## config.mk

```make
export PLATFORM = sky130hd
export DESIGN_NAME = modular_exponentiation_top
export DESIGN_NICKNAME = d
export VERILOG_FILES = /design/src/hdl/modexp_pkg.sv /design/src/hdl/modexp_mulmod.sv /design/src/hdl/modexp_ctrl.sv /design/src/hdl/modular_exponentiation_top.sv
export SDC_FILE = /design/constraint.sdc
export NUM_CORES = 1
export LEC_CHECK = 0
export ABC_AREA = 1
export BUFFER_PORTS_ARGS = -buffer_cell sky130_fd_sc_hd__buf_4
export CORE_ASPECT_RATIO = 1.1
export CORE_MARGIN = 5
export CORE_UTILIZATION = 30
export CTS_BUF_LIST = sky130_fd_sc_hd__clkbuf_4 sky130_fd_sc_hd__clkbuf_8
export CTS_CLUSTER_DIAMETER = 60
export DETAILED_ROUTE_END_ITERATION = 8
export PLACE_DENSITY_LB_ADDON = 0.1
export REMOVE_ABC_BUFFERS = 1
export SLEW_MARGIN = 5
export SYNTH_ARGS = -nofsm -noshare
export SYNTH_HDL_FRONTEND = slang
export SYNTH_SLANG_ARGS = --single-unit
```

## constraint.sdc

```tcl
create_clock -name clock -period 5.8 [get_ports clock]
set_input_delay 0.87 -clock clock [delete_from_list [all_inputs] [get_ports clock]]
set_output_delay 0.87 -clock clock [all_outputs]
set_load 0.01 [all_outputs]
```

## src/hdl/modexp_pkg.sv

```systemverilog
// shared types and constants for the modular exponentiation block
package modexp_pkg;

   localparam int unsigned WIDTH_DEFAULT = 32;

   // sequencer states
   typedef enum logic [2:0] {
      ST_IDLE,
      ST_LOAD,
      ST_REDUCE,
      ST_CHECK,
      ST_MULACC,
      ST_SQUARE,
      ST_DONE
   } state_type;

   // status of the shared modular multiplier
   typedef struct packed {
      logic busy;
      logic done;
   } mul_sts_type;

endpackage

```

## src/hdl/modexp_mulmod.sv

```systemverilog
// bit-serial shift-and-add modular multiplier, one multiplier bit per cycle
module modexp_mulmod #(
   parameter int unsigned WIDTH = modexp_pkg::WIDTH_DEFAULT
) (
   input  logic                  clock,
   input  logic                  reset,
   input  logic                  start,
   input  logic [WIDTH-1:0]      mcand,
   input  logic [WIDTH-1:0]      mplier,
   input  logic [WIDTH:0]        modulus,
   output modexp_pkg::mul_sts_type sts,
   output logic [WIDTH-1:0]      product
);
   import modexp_pkg::*;

   localparam int unsigned CW = (WIDTH > 1) ? $clog2(WIDTH) : 1;

   logic             busy_ff, busy_in;
   logic             done_ff, done_in;
   logic [CW-1:0]    cnt_ff, cnt_in;
   logic [WIDTH-1:0] a_ff, a_in;
   logic [WIDTH-1:0] bits_ff, bits_in;
   logic [WIDTH-1:0] r_ff, r_in;

   logic [WIDTH+1:0] sum;
   logic [WIDTH+1:0] mod_one;
   logic [WIDTH+1:0] mod_two;
   logic [WIDTH+1:0] reduced;

   // one step: 2r + bit*a, below three times the modulus, then subtract m or 2m
   always_comb begin
      sum     = {1'b0, r_ff, 1'b0} + (bits_ff[WIDTH-1] ? {2'b00, a_ff} : '0);
      mod_one = {1'b0, modulus};
      mod_two = {modulus, 1'b0};
      if (sum >= mod_two) begin
         reduced = sum - mod_two;
      end else if (sum >= mod_one) begin
         reduced = sum - mod_one;
      end else begin
         reduced = sum;
      end
   end

   // operand load and iteration control
   always_comb begin
      busy_in = busy_ff;
      done_in = 1'b0;
      cnt_in  = cnt_ff;
      a_in    = a_ff;
      bits_in = bits_ff;
      r_in    = r_ff;
      if (start) begin
         busy_in = 1'b1;
         cnt_in  = CW'(WIDTH - 1);
         a_in    = mcand;
         bits_in = mplier;
         r_in    = '0;
      end else if (busy_ff) begin
         r_in    = reduced[WIDTH-1:0];
         bits_in = {bits_ff[WIDTH-2:0], 1'b0};
         cnt_in  = cnt_ff - CW'(1);
         if (cnt_ff == '0) begin
            busy_in = 1'b0;
            done_in = 1'b1;
         end
      end
   end

   always_ff @(posedge clock) begin
      if (reset) begin
         busy_ff <= 1'b0;
         done_ff <= 1'b0;
         cnt_ff  <= '0;
      end else begin
         busy_ff <= busy_in;
         done_ff <= done_in;
         cnt_ff  <= cnt_in;
      end
   end

   always_ff @(posedge clock) begin
      a_ff    <= a_in;
      bits_ff <= bits_in;
      r_ff    <= r_in;
   end

   assign sts.busy = busy_ff;
   assign sts.done = done_ff;
   assign product  = r_ff;

endmodule

```

## src/hdl/modexp_ctrl.sv

```systemverilog
// square-and-multiply sequencer driving the shared modular multiplier
module modexp_ctrl #(
   parameter int unsigned WIDTH = modexp_pkg::WIDTH_DEFAULT
) (
   input  logic                    clock,
   input  logic                    reset,
   input  logic                    req_valid,
   output logic                    req_ready,
   input  logic [WIDTH-1:0]        base,
   input  logic [WIDTH-1:0]        exponent,
   input  logic [WIDTH-1:0]        modulus,
   output logic                    res_valid,
   input  logic                    res_ready,
   output logic [WIDTH-1:0]        result,
   output logic                    mul_start,
   output logic [WIDTH-1:0]        mul_mcand,
   output logic [WIDTH-1:0]        mul_mplier,
   output logic [WIDTH:0]          mul_modulus,
   input  modexp_pkg::mul_sts_type mul_sts,
   input  logic [WIDTH-1:0]        mul_product
);
   import modexp_pkg::*;

   state_type        state_ff, state_in;
   logic [WIDTH-1:0] b_ff, b_in;
   logic [WIDTH-1:0] e_ff, e_in;
   logic [WIDTH-1:0] acc_ff, acc_in;
   logic [WIDTH:0]   m_ff, m_in;

   logic             e_rest_zero;
   logic             mod_is_one;
   logic [WIDTH-1:0] one_reduced;

   assign e_rest_zero = ((e_ff >> 1) == '0);
   assign mod_is_one  = (m_ff == {{WIDTH{1'b0}}, 1'b1});
   assign one_reduced = mod_is_one ? '0 : WIDTH'(1);

   // next state
   always_comb begin
      state_in = state_ff;
      case (state_ff)
         ST_IDLE: begin
            if (req_valid) state_in = ST_LOAD;
         end
         ST_LOAD: begin
            state_in = ST_REDUCE;
         end
         ST_REDUCE: begin
            if (mul_sts.done) state_in = ST_CHECK;
         end
         ST_CHECK: begin
            if (e_ff == '0) begin
               state_in = ST_DONE;
            end else if (e_ff[0]) begin
               state_in = ST_MULACC;
            end else begin
               state_in = ST_SQUARE;
            end
         end
         ST_MULACC: begin
            if (mul_sts.done) state_in = e_rest_zero ? ST_DONE : ST_SQUARE;
         end
         ST_SQUARE: begin
            if (mul_sts.done) state_in = ST_CHECK;
         end
         ST_DONE: begin
            if (res_ready) state_in = ST_IDLE;
         end
         default: begin
            state_in = ST_IDLE;
         end
      endcase
   end

   // outputs and multiplier commands
   always_comb begin
      req_ready = 1'b0;
      res_valid = 1'b0;
      mul_start = 1'b0;
      mul_mcand = b_ff;
      case (state_ff)
         ST_IDLE: begin
            req_ready = 1'b1;
         end
         ST_LOAD: begin
            // base mod m as one times base
            mul_start = 1'b1;
            mul_mcand = one_reduced;
         end
         ST_CHECK: begin
            if (e_ff != '0) begin
               mul_start = 1'b1;
               mul_mcand = e_ff[0] ? acc_ff : b_ff;
            end
         end
         ST_MULACC: begin
            mul_start = mul_sts.done && !e_rest_zero;
         end
         ST_DONE: begin
            res_valid = 1'b1;
         end
         default: begin
            mul_start = 1'b0;
         end
      endcase
   end

   // operand registers
   always_comb begin
      b_in   = b_ff;
      e_in   = e_ff;
      acc_in = acc_ff;
      m_in   = m_ff;
      case (state_ff)
         ST_IDLE: begin
            if (req_valid) begin
               b_in = base;
               e_in = exponent;
               m_in = (modulus == '0) ? {1'b1, {WIDTH{1'b0}}} : {1'b0, modulus};
               // with modulus one any set exponent bit leaves zero
               if (exponent == '0 || modulus != WIDTH'(1)) begin
                  acc_in = WIDTH'(1);
               end else begin
                  acc_in = '0;
               end
            end
         end
         ST_REDUCE: begin
            if (mul_sts.done) b_in = mul_product;
         end
         ST_MULACC: begin
            if (mul_sts.done) acc_in = mul_product;
         end
         ST_SQUARE: begin
            if (mul_sts.done) begin
               b_in = mul_product;
               e_in = e_ff >> 1;
            end
         end
         default: begin
            b_in = b_ff;
         end
      endcase
   end

   always_ff @(posedge clock) begin
      if (reset) begin
         state_ff <= ST_IDLE;
      end else begin
         state_ff <= state_in;
      end
   end

   always_ff @(posedge clock) begin
      b_ff   <= b_in;
      e_ff   <= e_in;
      acc_ff <= acc_in;
      m_ff   <= m_in;
   end

   assign mul_mplier  = b_ff;
   assign mul_modulus = m_ff;
   assign result      = acc_ff;

endmodule

```

## src/hdl/modular_exponentiation_top.sv

```systemverilog
// top level of the modular exponentiation block: csr, result register, sequencer, multiplier
//
//   channel   direction   payload (lowest bit up)
//   req_      in          tdata: base, exponent
//   rsp_      out         tdata: power
//   csr_      in          wdata: modulus (write only)
//
// each item first reduces the base, then checks and squares every exponent bit below the
// highest set one, multiplying into the accumulator when such a bit is set, and ends with
// the multiply of the highest set bit; the bit-serial multiplier sets the pace.
// a zero exponent still pays for the base reduction. synchronous reset sets the
// modulus to one and empties the result register, which holds a finished result
// while the next item is accepted.
module modular_exponentiation_top #(
   parameter int unsigned WIDTH = modexp_pkg::WIDTH_DEFAULT
) (
   input  logic                             clock,
   input  logic                             reset,
   input  logic                             req_tvalid,
   output logic                             req_tready,
   input  logic [((2*WIDTH+7)/8)*8-1:0]     req_tdata,  // base, exponent
   output logic                             rsp_tvalid,
   input  logic                             rsp_tready,
   output logic [((WIDTH+7)/8)*8-1:0]       rsp_tdata,  // power
   input  logic                             csr_we,
   input  logic [WIDTH-1:0]                 csr_wdata
);
   import modexp_pkg::*;

   localparam int unsigned RSP_BITS = ((WIDTH + 7) / 8) * 8;

   logic [WIDTH-1:0] modulus_ff, modulus_in;
   logic             rsp_valid_ff, rsp_valid_in;
   logic [WIDTH-1:0] rsp_data_ff, rsp_data_in;

   logic             res_valid;
   logic             res_ready;
   logic [WIDTH-1:0] result;
   logic             mul_start;
   logic [WIDTH-1:0] mul_mcand;
   logic [WIDTH-1:0] mul_mplier;
   logic [WIDTH:0]   mul_modulus;
   mul_sts_type      mul_sts;
   logic [WIDTH-1:0] mul_product;

   // modulus register
   assign modulus_in = csr_we ? csr_wdata : modulus_ff;

   // output register, refilled as soon as it empties or is taken
   assign res_ready = !rsp_valid_ff || rsp_tready;

   always_comb begin
      rsp_valid_in = rsp_valid_ff;
      rsp_data_in  = rsp_data_ff;
      if (rsp_valid_ff && rsp_tready) rsp_valid_in = 1'b0;
      if (res_valid && res_ready) begin
         rsp_valid_in = 1'b1;
         rsp_data_in  = result;
      end
   end

   always_ff @(posedge clock) begin
      if (reset) begin
         modulus_ff   <= WIDTH'(1);
         rsp_valid_ff <= 1'b0;
      end else begin
         modulus_ff   <= modulus_in;
         rsp_valid_ff <= rsp_valid_in;
      end
   end

   always_ff @(posedge clock) begin
      rsp_data_ff <= rsp_data_in;
   end

   assign rsp_tvalid = rsp_valid_ff;
   assign rsp_tdata  = RSP_BITS'(rsp_data_ff);

   modexp_ctrl #(
      .WIDTH(WIDTH)
   ) u_ctrl (
      .clock       (clock),
      .reset       (reset),
      .req_valid   (req_tvalid),
      .req_ready   (req_tready),
      .base        (req_tdata[WIDTH-1:0]),
      .exponent    (req_tdata[2*WIDTH-1:WIDTH]),
      .modulus     (modulus_ff),
      .res_valid   (res_valid),
      .res_ready   (res_ready),
      .result      (result),
      .mul_start   (mul_start),
      .mul_mcand   (mul_mcand),
      .mul_mplier  (mul_mplier),
      .mul_modulus (mul_modulus),
      .mul_sts     (mul_sts),
      .mul_product (mul_product)
   );

   modexp_mulmod #(
      .WIDTH(WIDTH)
   ) u_mulmod (
      .clock   (clock),
      .reset   (reset),
      .start   (mul_start),
      .mcand   (mul_mcand),
      .mplier  (mul_mplier),
      .modulus (mul_modulus),
      .sts     (mul_sts),
      .product (mul_product)
   );

   // multiplier is never restarted while it is still iterating
   assert property (@(posedge clock) disable iff (reset)
      mul_start |-> !mul_sts.busy)
      else $error("multiplier started while busy");

   // a started multiply keeps the unit busy in the next cycle
   assert property (@(posedge clock) disable iff (reset)
      mul_start |=> mul_sts.busy)
      else $error("multiplier did not take the start");

   // an accepted item makes the block busy until its result is out
   assert property (@(posedge clock) disable iff (reset)
      (req_tvalid && req_tready) |=> !req_tready)
      else $error("block ready right after accepting an item");

   // reset leaves modulus one and no pending result
   assert property (@(posedge clock)
      reset |=> (modulus_ff == WIDTH'(1)) && !rsp_tvalid)
      else $error("bad state after reset");

endmodule

```

# ---- After elaboration in Yosys (flattened, before gate mapping)
# Index checks and enable logic that the tools add are counted.
dict set report totals {
  register_bits 300
  output_inout_bits 34
  inputBits 101
  n_memories 0
  elab_cells 100
  rom_bits 0
  latchBits 0
  ram_bits 0
}
dict set report classes {
  multipliers 0
  eq_ne 13
  muxes 39
  n_reduce_logical 26
  n_addsub 4
  n_shift 0
  bitwise 1
  n_lt_le_gt_ge 2
  n_div 0
}
# operator n
set op_table {}
lappend op_table {{two-way mux 32 bit} 12}
lappend op_table {{case mux 32 bit (2 select lines)} 4}
lappend op_table {{logical NOT 32 bit} 4}
lappend op_table {{subtractor 32 bit} 2}
lappend op_table {{adder 33 x 32 -> 34 bit} 1}
lappend op_table {{greater-or-equal comparator 34 x 33 -> 1 bit} 1}
lappend op_table {{greater-or-equal comparator 34 bit} 1}
lappend op_table {{== test 33 x 1 -> 1 bit (second input constant)} 1}
lappend op_table {{two-way mux 33 bit} 1}
lappend op_table {{inequality test 32 x 1 -> 1 bit (second input constant)} 1}
lappend op_table {{nonzero test 32 bit} 1}
lappend op_table {{case mux 3 bit (6 select lines)} 1}
lappend op_table {{two-way mux 3 bit} 5}
lappend op_table {{two-way mux 1 bit} 12}
lappend op_table {{two-way mux 5 bit} 2}
lappend op_table {{nonzero test 2 bit} 5}
lappend op_table {{== test 3 bit (second input constant)} 3}
lappend op_table {{AND reduction 3 bit} 3}
lappend op_table {{== test 3 x 2 -> 1 bit (second input constant)} 2}
lappend op_table {{inequality test 2 x 1 -> 1 bit (second input constant)} 3}
lappend op_table {{logical NOT 5 bit} 1}
lappend op_table {{subtractor 5 x 1 -> 5 bit (second input constant)} 1}
lappend op_table {{inequality test 2 bit (second input constant)} 2}
lappend op_table {{AND reduction 4 bit} 1}
lappend op_table {{11 further kinds} 15}

# ---- Longest topological paths before layout
# Gate-level depths: netlist (run 1).
dict set report depth {
  depth_word 5
  mapped_depth 36
  depth_no_buf 33
}

# ---- Cells and area by module
# From an unflattened synthesis (run 1), not the netlist that was laid out.
dict set report unflattened {
  hier_cells 2755
  hier_area_um2 20129.3
}
# mod seq_area_each_um2 area_each_um2 cells_each instances
set by_module_without_submodules {}
lappend by_module_without_submodules {modexp_mulmod 2702.6 11700.0 1936 1}
lappend by_module_without_submodules {modexp_ctrl 3933.8 6327.3 642 1}
lappend by_module_without_submodules {modular_exponentiation_top 1621.6 2102.0 177 1}

# ---- Least setup slack after synthesis (run 1)
# OpenSTA, ideal clock, no wires.
dict set report synth_path {
  path_kind {reg2reg}
  startpoint {reg u_ctrl.state_ff[1]}
  endpoint {reg u_ctrl.acc_ff[0], in the netlist u_ctrl.result[0], enable pin}
  slack_ns 1.545
  n_path_buf 1
  path_stages_with_launch 7
  t_arrival_ns 3.790
  cell_sequence {dfxtp_1 clkbuf_1 nor3_1 inv_1 nor2_1 inv_1 o21ai_0}
}
dict set report synth_via {
  elab_chain_cells 3
}
# item line
set synth_rtl {}
lappend synth_rtl {{start: declaration} modexp_ctrl.sv:24} ;# state_type state_ff, state_in;
lappend synth_rtl {{start signal: assignment} modexp_ctrl.sv:150} ;# state_ff <= state_in;
lappend synth_rtl {{== test 3 bit / logical NOT 3 bit (equally long branches)} modexp_ctrl.sv:114} ;# case (state_ff)
lappend synth_rtl {{inequality test 2 x 1 -> 1 bit (no source line), or another cell as far along} --}
lappend synth_rtl {{AND reduction 3 bit (no source line) *} --}
lappend synth_rtl {{end signal: assignment} modexp_ctrl.sv:157} ;# acc_ff <= acc_in;
lappend synth_rtl {{end: declaration} modexp_ctrl.sv:27} ;# logic [WIDTH-1:0] acc_ff, acc_in;
# Every way passes the cells marked *; elsewhere a longest branch is shown, timed or not.
# A chain may end at the register's enable or synchronous reset.

# ---- Worst setup path after layout (run 1)
dict set report layout_path {
  startpoint {reg u_mulmod.r_ff[0], in the netlist u_mulmod.product[0]}
  endpoint {reg u_mulmod.r_ff[3], in the netlist u_mulmod.product[3]}
}
dict set report layout_via {
  elab_chain_cells 4
}
# item line
set layout_rtl {}
lappend layout_rtl {{start: declaration} modexp_mulmod.sv:23} ;# logic [WIDTH-1:0] r_ff, r_in;
lappend layout_rtl {{start signal: assignment} modexp_mulmod.sv:84} ;# r_ff <= r_in;
lappend layout_rtl {{adder 33 x 32 -> 34 bit *} modexp_mulmod.sv:32} ;# sum = {1'b0, r_ff, 1'b0} + (bits_ff[WIDTH-1] ? {2'b00, a_ff} : '0);
lappend layout_rtl {{subtractor 32 bit / greater-or-equal comparator 34 x 33 -> 1 bit (equally long branches)} {modexp_mulmod.sv:38, modexp_mulmod.sv:37}}
lappend layout_rtl {{two-way mux 32 bit} modexp_mulmod.sv:37} ;# end else if (sum >= mod_one) begin
lappend layout_rtl {{two-way mux 32 bit *} modexp_mulmod.sv:35} ;# if (sum >= mod_two) begin
# Marked as above.

==> summary by stage, run 1 <==
STA
The number of slew-limit violations in the final report is 0. At the pin with the least slew margin, the transition time is 1.100 ns. The worst setup skew after layout is 0.03297 ns.

The final period demand of the worst path is ~5 ns. Setup repair after global routing left no endpoint under its margin. The tightest hold path in the finished design has a slack of 0.4466 ns.

Dividing the final minimum period by the clock period gives 0.8866. The number of hold violations in the final report was 0. Derived from the worst setup path, the maximum achievable clock frequency is about 190 MHz. The sum of negative setup slack is 0 ns. The relative slew slack is 0.2659. The number of failing setup endpoints in the final timing report is 0.

Yosys
The share of synthesized area in the top cell type comes to 0.3432. In this run the cell area of the synthesized design comes to just under 20000 µm². The sequential area share after synthesis is 0.4195. The number of warnings issued by yosys is 0. After synthesis, the mean cell area works out to 7.496 µm². The cell count after synthesis is 2626. The share of synthesized registers carrying an async set or reset is 0.

Synthesis inferred 300 register bits. By area the synthesized netlist is led by edfxtp_1 (34%), nand2_1 (14%), dfxtp_1 (7.6%). The primary flip-flop cell chosen by synthesis mapping is edfxtp_1. The number of synthesized flops with an enable pin is 225. The distinct cell type count after synthesis is 48.

The post-synthesis cell type with the largest combined area is edfxtp_1.

Floorplan
The height of the chip is about 280 µm. The floorplan row count is slightly below 100. The core outline area is 64990 µm².

For this configuration, the core starts out at a cell density of 0.3029. The die outline width is 254.2 µm. 135 I/O pins were placed. The floorplan die area is 70840 µm².

Critical path
For the worst setup path, the data required time is 6.38 ns. The critical path is of the reg -> reg type. In this run the worst path has a maximum fanout of 28. In this run the critical register-to-register path is launched from u_mulmod.product[0].

The critical path startpoint category is a register. The worst endpoint data arrival time is around 5.7 ns. STA classifies the critical path endpoint as a register. The timing startpoint of the critical path is u_mulmod.product[0].

Clocking
Clock-pin slew was measured on the worst setup and hold paths at around 0.060 ns. The tree is rooted in a clkbuf_8. The hold buffer count at CTS is 0. The clock tree from TritonCTS is built.

The H-tree generated during clock tree synthesis spans 2 levels. In this run the deepest clock path goes through 3 buffers. TritonCTS created 55 clock buffers.

For this design, the sink count on the clock tree is 300. The worst-skew pair later-pin latency is 0.66 ns.

Drt
The remaining routing DRC violations is 0. Summing over every cut layer, the via total after detailed routing is around 17000. For this block, the initial DRC count from the detailed router was 877. After detailed routing, the average wire length per cell comes to about 18 µm. The first detailed-routing pass ran for 6 iterations. The final layout contains routed wiring with a total length of 67110 µm. In this run the remaining antenna-violating nets after routing total 0.

Dividing the detail-routed via count by the number of cells gives ~4.7.

GRT
The number of global-route vias before repair is 18170. In the global route stage, overall resource usage came out at 0.1868. The first-pass GRT wire length is 103400 µm. The pin count of the biggest net entering global routing is 64. The total grt overflow is 0. The initial antenna violation count is 1.

Cells and area
The area added between synthesis and finish is 15.00%. The post-route cell area is 22640 µm². Summing all flip-flop and latch instances after layout gives 8258 µm².

The total area of multi-input combinational cells is 9569 µm². Of the cells placed in the final design, the portion with a size suffix greater than 1 is 0.1344. The final layout contains ~2900 nets. Once layout is complete, the utilization of the core stands at 0.3483. The leading cell type in the layout, fill and taps excluded is nand2_1.

The fill cell instance count of the final layout is just over 7000. Leaving out fill and tap cells, the most frequent cells in the layout are nand2_1 (709), inv_1 (366), nor2_1 (257), edfxtp_1 (225), o21ai_0 (203).

Place
The HPWL after detailed placement is 53720 µm. Once placement finished, the instance area stood at 21460 µm². Port buffering added 134 buffers. The routability congestion estimate from global placement is 0.9853.

Worst hold path
The startpoint identified for the worst hold timing path is csr_wdata[19]. The worst min-delay path category is in -> reg.

Flow run
The max-capacitance violation count is 0.

Status
The flow ran to the end, and the final reports show no timing, DRC or antenna violations.
synth_stat cells (3+ instances only):
cell      count
nand2_1     709
inv_1       367
nor2_1      259
edfxtp_1    225
o21ai_0     206
a21oi_1     136
nand3_1     115
ha_1         99
clkbuf_1     84
dfxtp_1      75
o21ai_1      41
xor2_1       37
nand4_1      32
a21oi_2      26
nand2_2      24
nor4_1       24
nor3_1       19
xnor2_1      19
nor2_2       13
nand3_2      12
o21bai_1     12
inv_2        11
o211ai_2     11
buf_2         9
a21o_1        8
nand3b_1      7
buf_4         6
or2_2         5
buf_6         4
a31oi_1       3
fa_1          3
o211ai_1      3
sequential cells by signal (all words and copies together) (netlist names):
| name | flops |
|---|---|
| modulus_ff | 32 |
| rsp_tdata | 32 |
| rsp_tvalid | 1 |
| u_ctrl.e_ff | 32 |
| u_ctrl.mul_modulus | 33 |
| u_ctrl.mul_mplier | 32 |
| u_ctrl.result | 32 |
| u_ctrl.state_ff | 3 |
| u_mulmod.a_ff | 32 |
| u_mulmod.bits_ff | 32 |
| u_mulmod.busy_ff | 1 |
| u_mulmod.cnt_ff | 5 |
| u_mulmod.done_ff | 1 |
| u_mulmod.product | 32 |
final timing paths:
check,endpoint,slack (ns),cells after the start
setup / recovery,u_mulmod.product[3],0.66,25
hold / removal,modulus_ff[19],0.45,3
setup reg to reg,u_mulmod.product[3],0.66,25
hold reg to reg,rsp_tdata[22],0.45,0
cell families after synthesis:
family	synth area share
and+or+nand+nor	0.2642
adders and majority gates	0.06598
xor gates and xnor gates	0.02492
DFF	0.4195
AOI/OAI and AO/OA	0.1285
buffers and inverters	0.09687
metal layers:
layer,share of wire,vias to the layer above,global-route usage,wire length (µm)
li1,-,8810,-,-
met1,0.46,7970,0.2467,30900
met2,0.48,303,0.3222,32330
met3,0.030,99,0.02273,2045
met4,0.027,0,0.05288,1838
met5,0,-,0,0
worst max-delay path: stages (launching register included):
cell and delay [ns]:
dfxtp_1 0.59, ha_1 0.31, inv_1 0.08, fa_1 0.41, inv_1 0.07, nand3_1 0.07
nand2_2 0.12, nand2_1 0.06, nand2_1 0.11, nand2_1 0.07, nand2_1 0.17, nand2_1 0.08
nand2_1 0.07, xor2_1 0.26, inv_1 0.16, ha_1 0.38, a21o_1 0.24, a21oi_1 0.24
and2_1 0.18, nand3_1 0.18, nand2_1 0.14, nand2_2 0.06, inv_2 0.43, buf_4 0.28
o211ai_2 0.11, a21oi_2 0.14
stage by stage:
stage	setup slack, ns	instances
after floorplan	0.8804	2521
after global placement	0.5567	3525
after CTS	0.3889	3629
after detailed placement	0.4301	3525
final	0.6578	3634
after global routing	0.2639	3634
repair_timing:
action	CTS	global route
gates resized for setup	0	1
endpoints found under the hold margin	0	0
setup endpoints to repair	0	26
setup buffers	0	4
area by class of cell:
| class | instances | share of cell area |
|---|---|---|
| multi-input cells | 1841 | 0.4227 |
| repair buffers | 158 | 0.05240 |
| diodes | 1 | 0.0001105 |
| clock inverters | 27 | 0.007296 |
| inverters | 380 | 0.06301 |
| flip-flops and latches | 300 | 0.3648 |
| clock buffers | 77 | 0.04267 |
| well taps | 850 | 0.04698 |
Power of run 1 is left out: the tool's default activity adds up to more than one toggle a clock period on the data nets, which glitch-free logic cannot reach.
==> inputs of run 2 (changes only) <==
Settings changed: CORE_MARGIN 5 to 2, PLACE_DENSITY set to 0.54, PLACE_DENSITY_LB_ADDON 0.1 to unset.
==> summary by stage, run 2 (synthesis gave the netlist of run 1 again) <==
Clocking
The level count of the clock H-tree is 2. TritonCTS created 53 clock buffers. The root cell of the clock tree is clkbuf_8. The total of cells resized after clock tree synthesis is 0. Buffers added to address setup during post-CTS repair amount to 0. Clock-pin slew was measured on the worst setup and hold paths at 0.07 ns.

The clock tree from TritonCTS is built. The clock drives 300 sinks. Hold repair after CTS inserted 0 buffers. At the later pin of the worst-skew pair, clock insertion delay measures roughly 0.68 ns. In this run the deepest clock path goes through 3 buffers.

Critical path
The library cell contributing the largest single delay on the critical path is edfxtp_1. The critical path startpoint category is a register. Tracing the worst setup path back leads to its startpoint at u_mulmod.bits_ff[31]. The critical register-to-register path startpoint is u_mulmod.bits_ff[31]. The maximum fanout count along the critical path is 35. The sort of element at the end of the critical path is a register. The reg2reg setup slack is 0.71 ns. The path type of the worst setup path is reg -> reg. The data required time at the worst endpoint is 6.37 ns. The number of cell instances on the worst register-to-register path is 28. The worst setup path endpoint is u_mulmod.product[1]. The worst register-to-register path ends at u_mulmod.product[1].

The critical path's largest stage delay is between 0.5 and 0.6 ns. Data on the critical path arrives at its endpoint at 5.66 ns. The cell repeated most along the worst path is nand2_1.

Drt
The length of the first detailed-routing pass in iterations is 5. For this block, the initial DRC count from the detailed router was 1013. For this block, wires on met1 add up to 28110 µm.

The count of nets left with antenna violations once routing finished came out at 0. Detailed routing placed a total of 2980 µm of wire on met3. The final wirelength is 60210 µm.

The wire length on met2 is 27320 µm. The highest metal layer carrying signal wires in the routed design is met4. Summing over every cut layer, the via total after detailed routing is approximately 17000. The remaining routing DRC violations is 0. The routed wirelength normalized by instance count is 16.62 µm. Dividing the detail-routed via count by the number of cells gives about 4.7.

Floorplan
The core region is 64990 µm². The number of top-level design ports is 135. The initial utilization of the core area, before any placement, comes to 0.3029. The height of the chip is 272.7 µm. The floorplan row count is 98. The floorplan die area is 67680 µm². The die is 248.2 µm wide.

Cells and area
The fill cell instance count of the final layout is 7027. The share of post-route cells with drive strength above 1 is 0.1288. Leaving out fill and tap cells, the most frequent cell in the layout is nand2_1. From synthesis to final layout, the design area changed by 14.63%. The final net count is 2929. The library cells used most frequently in the layout, excluding fill and tap cells, are nand2_1 (709), inv_1 (366), nor2_1 (257), edfxtp_1 (225), o21ai_0 (203). The flip-flop count of the largest register, all copies and words added is 33.

GRT
Entering global routing, the biggest net connects 65 pins. The initial antenna violation count came to 1. The total grt overflow is 0.

The number of global-route vias before repair was ~17000. The first-pass GRT wire length is 93010 µm. The total routing resource utilization after global routing is 0.1766.

Worst hold path
In this run the worst hold path is classified as reg -> reg.

Place
Input and output buffers added on the ports amount to 134. Detailed placement finished with a half-perimeter wire length of 47570 µm. The routability congestion estimate from global placement is 1.014.

STA
The number of hold violations in the final report is 0. The transition time at the pin with the least slew margin is 1.041 ns. Subtracting the final worst setup slack from the clock period gives 5.086 ns. The worst setup skew after layout is 0.06102 ns. Setup violations remaining at the end of the flow were counted as 0.

Setup repair after global routing left no endpoint under its margin. Hold is met by 0.4241 ns. The timing-limited maximum frequency is 196.6 MHz. Of the available clock period, the critical path in the final layout requires 0.8769. The number of slew-limit violations in the final report is 0.

Setup total negative slack on the finished layout was measured at 0 ns. The relative slew slack is 0.3058.

Status
The flow ran to the end, and the final reports show no timing, DRC or antenna violations.

Flow run
The max-capacitance violation count is 0.
run 2: cell count changes in the layout (fill, tap and decap cells not counted), sizes merged:
cell | previous run | this run
buf | 158 | 150
clkinv | 24 | 20
bufinv | 0 | 2
clkbuf | 77 | 76
inv | 380 | 379
run 2: layer usage:
layer  GRT usage  up-vias
met1      0.2403     7842
li1            -     8792
met5           0        -
met3     0.02612       99
met2      0.2872      391
met4     0.05702        0
run 2: layout make-up:
cell class / count / area (µm²) / area share
Timing Repair Buffer: 150 / 1139 / 0.05046
Multi-Input combinational cell: 1841 / 9560 / 0.4237
Antenna cell: 1 / 2.502 / 0.0001109
Sequential cell: 300 / 8258 / 0.3660
Inverter: 380 / 1426 / 0.06321
Clock buffer: 76 / 920.9 / 0.04081
Tap cell: 850 / 1064 / 0.04713
Clock inverter: 24 / 193.9 / 0.008595
run 2: worst min path at each step:
stage,startpoint,to,slack (ns),cells past startpoint
final,u_ctrl.result[19],rsp_tdata[19],0.42,0
after global routing,csr_wdata[17],modulus_ff[17],0.41,3
after CTS,csr_wdata[17],modulus_ff[17],0.39,3
after detailed placement,u_ctrl.result[24],rsp_tdata[24],0.44,0
after global placement,u_ctrl.result[24],rsp_tdata[24],0.44,0
after floorplan,modulus_ff[4],u_ctrl.mul_modulus[4],0.42,0
run 2: worst max-delay path: cells and delay by family (launching register included):
kind                       cells  cell delay [ns]
AOI/OAI and AO/OA              2             0.23
and+or+nand+nor               18             2.29
adders and majority gates      2             0.75
buffers and inverters          5             0.83
xor gates and xnor gates       1             0.28
DFF                            1             0.58
run 2: stage by stage:
stage | std cells | worst slack, ns | cell area [µm²] | util
5_1_grt | 3622 | 0.3135 | 22560 | 0.3472
3_5_place_dp | 3521 | 0.8518 | 21450 | 0.3300
2_1_floorplan | 2521 | 0.8804 | 19200 | -
4_1_cts | 3621 | 0.8371 | 22560 | 0.3472
6_report | 3622 | 0.7140 | 22560 | 0.3472
3_3_place_gp | 3521 | 0.8797 | 21450 | 0.3300
Power of run 2 is left out for the same reason.
==> inputs of run 3 (changes only) <==
Settings changed: RECOVER_POWER set to 25.
==> summary by stage, run 3 (synthesis gave the netlist of run 1 again) <==
STA
The final period demand of the worst path is 5.046 ns. The number of slew-limit violations in the final report is 88. The sum of negative setup slack is 0 ns. The relative slew slack is -0.3815. In the finished design, the share of the clock period the worst path needs comes to 0.8701.

The transition time at the pin with the least slew margin is slightly above 2 ns. The worst hold-check slack is approximately 0.43 ns. Across the routed clock network, the largest skew measured is 0.06014 ns. Setup violations remaining at the end of the flow were counted as 0. The number of hold violations in the final report is 0. For this run, the top clock speed supported by timing is slightly below 200 MHz. Setup repair after global routing left no endpoint under its margin.

Cells and area
The leading cell type in the layout, fill and taps excluded is nand2_1. The library cells used most frequently in the layout, excluding fill and tap cells, are nand2_1 (709), inv_1 (368), nor2_1 (258), edfxtp_1 (225), o21ai_0 (203). The register with the most flip-flops in the layout has 33 of them.

The post-route cell area is 22520 µm². The final net count is ~2900. From synthesis to final layout, the design area changed by 14.42%. The share of post-route cells with drive strength above 1 is 0.1252.

Flow run
The tool flagged a number of max-cap violations equal to 3.

Status
The run finished, with violations left. The final reports fail on max-capacitance violations, max-slew violations.

GRT
The pin count of the biggest net entering global routing is between 60 and 70. The initial antenna violation count is 1. In the global route stage, overall resource usage came out at 0.1766. The number of global-route vias before repair is 16830. The total grt overflow is 0. The first-pass GRT wire length is 93010 µm.

Critical path
By instance count, the cell type seen most on the critical path is nand2_1. In this run the critical register-to-register path is launched from u_mulmod.bits_ff[31]. The critical path's largest stage delay is 0.58 ns. The critical path startpoint category is a register.

For the worst setup path, the data required time is between 6 and 7 ns. For this design, the slowest cell found on the critical path is edfxtp_1. The reg2reg setup slack is 0.75 ns. The worst endpoint data arrival time is approximately 5.6 ns. The worst setup path is captured at a register. The capture point of the worst reg-to-reg path is u_mulmod.product[1].

The critical path is of the reg -> reg type. In this run the worst path has a maximum fanout of 35. For the worst flop-to-flop path, the logic depth is 28.

Clocking
TritonCTS built the clock tree. The clock passes through at most 3 buffers. TritonCTS created 53 clock buffers. Clock tree synthesis found a total of 300 sinks. In this run the clock root is driven by a clkbuf_8. In this run the number of H-tree levels came out at 2.

Post-CTS timing repair inserted 0 buffers for setup. The hold buffer count at CTS is 0. The worst-skew pair later-pin latency is a little under 0.7 ns. Gates resized during post-CTS repair numbered 0. Clock-pin slew was measured on the worst setup and hold paths at 0.07 ns.

Floorplan
The number of top-level design ports is 135. The die covers just under 70000 µm². The height of the chip is 272.7 µm. The core outline area is around 65000 µm². The starting utilization of the core area is 0.3029. In this run the core area contains 98 standard-cell rows. The floorplan step set the die width to roughly 250 µm.

Drt
After detailed routing, the number of remaining DRC violations is 0. Across all layers, the routed design uses 17120 vias. The length of the first detailed-routing pass in iterations is 5. The antenna violation net count after detailed routing is 0. The final wirelength is around 60000 µm. Using the TritonRoute via totals, the vias-per-cell ratio works out to 4.726. In the final routed layout, each cell accounts on average for 16.63 µm. The first routing iteration left ~1000 violations.

Worst hold path
The destination of the worst hold path is rsp_tdata[19]. The origin of the worst min-delay path is u_ctrl.result[19]. Along the worst hold path, the cell count comes to 0. The tightest min-delay check is of the reg -> reg type.

Place
Detailed placement finished with a half-perimeter wire length of 47570 µm. The congestion estimate from routability-driven global placement came to 1.014. After detailed placement, the total cell area comes to 21450 µm². The count of buffers from port buffering is 134.
-- run 3: worst max path at each step --
stage                               from                    to  slack (ns)  cells after the start
CTS                 u_mulmod.bits_ff[31]   u_mulmod.product[1]        0.84                     28
global route        u_mulmod.bits_ff[31]   u_mulmod.product[1]        0.31                     26
global placement    u_mulmod.bits_ff[31]   u_mulmod.product[1]        0.88                     28
floorplan             u_ctrl.state_ff[0]  u_ctrl.mul_mplier[0]        0.88                      6
finish              u_mulmod.bits_ff[31]   u_mulmod.product[1]        0.75                     28
detailed placement  u_mulmod.bits_ff[31]   u_mulmod.product[1]        0.85                     28
-- run 3: per-layer routing --
layer  track usage  wire (µm)
met2        0.2872      27320
met4       0.05702       1788
met1        0.2403      28270
met5             0          0
met3       0.02612       2841
-- run 3: cell type report --
class	count	area, µm²
antenna	1	2.502
clock buffer	76	920.9
clock inverter	24	193.9
fill	7036	42470
inverter	380	1426
multi-input combinational	1841	9537
sequential	300	8258
tap	850	1064
timing repair buffer	150	1120
-- run 3: per-stage QoR --
stage | cells | setup slack, ns | utilization
floorplan | 2521 | 0.8804 | -
global placement | 3521 | 0.8797 | 0.3300
detailed placement | 3521 | 0.8518 | 0.3300
CTS | 3621 | 0.8371 | 0.3472
global route | 3622 | 0.3135 | 0.3466
finish | 3622 | 0.7536 | 0.3466
-- run 3: critical path: cells and delay by family, from the launching register on --
kind,cells,cell delay (ns)
buf+inv,5,0.83
compound gates,2,0.22
simple gates,18,2.24
xor+xnor,1,0.28
fa+ha+maj,2,0.75
flops,1,0.58
Power of run 3 is left out for the same reason.
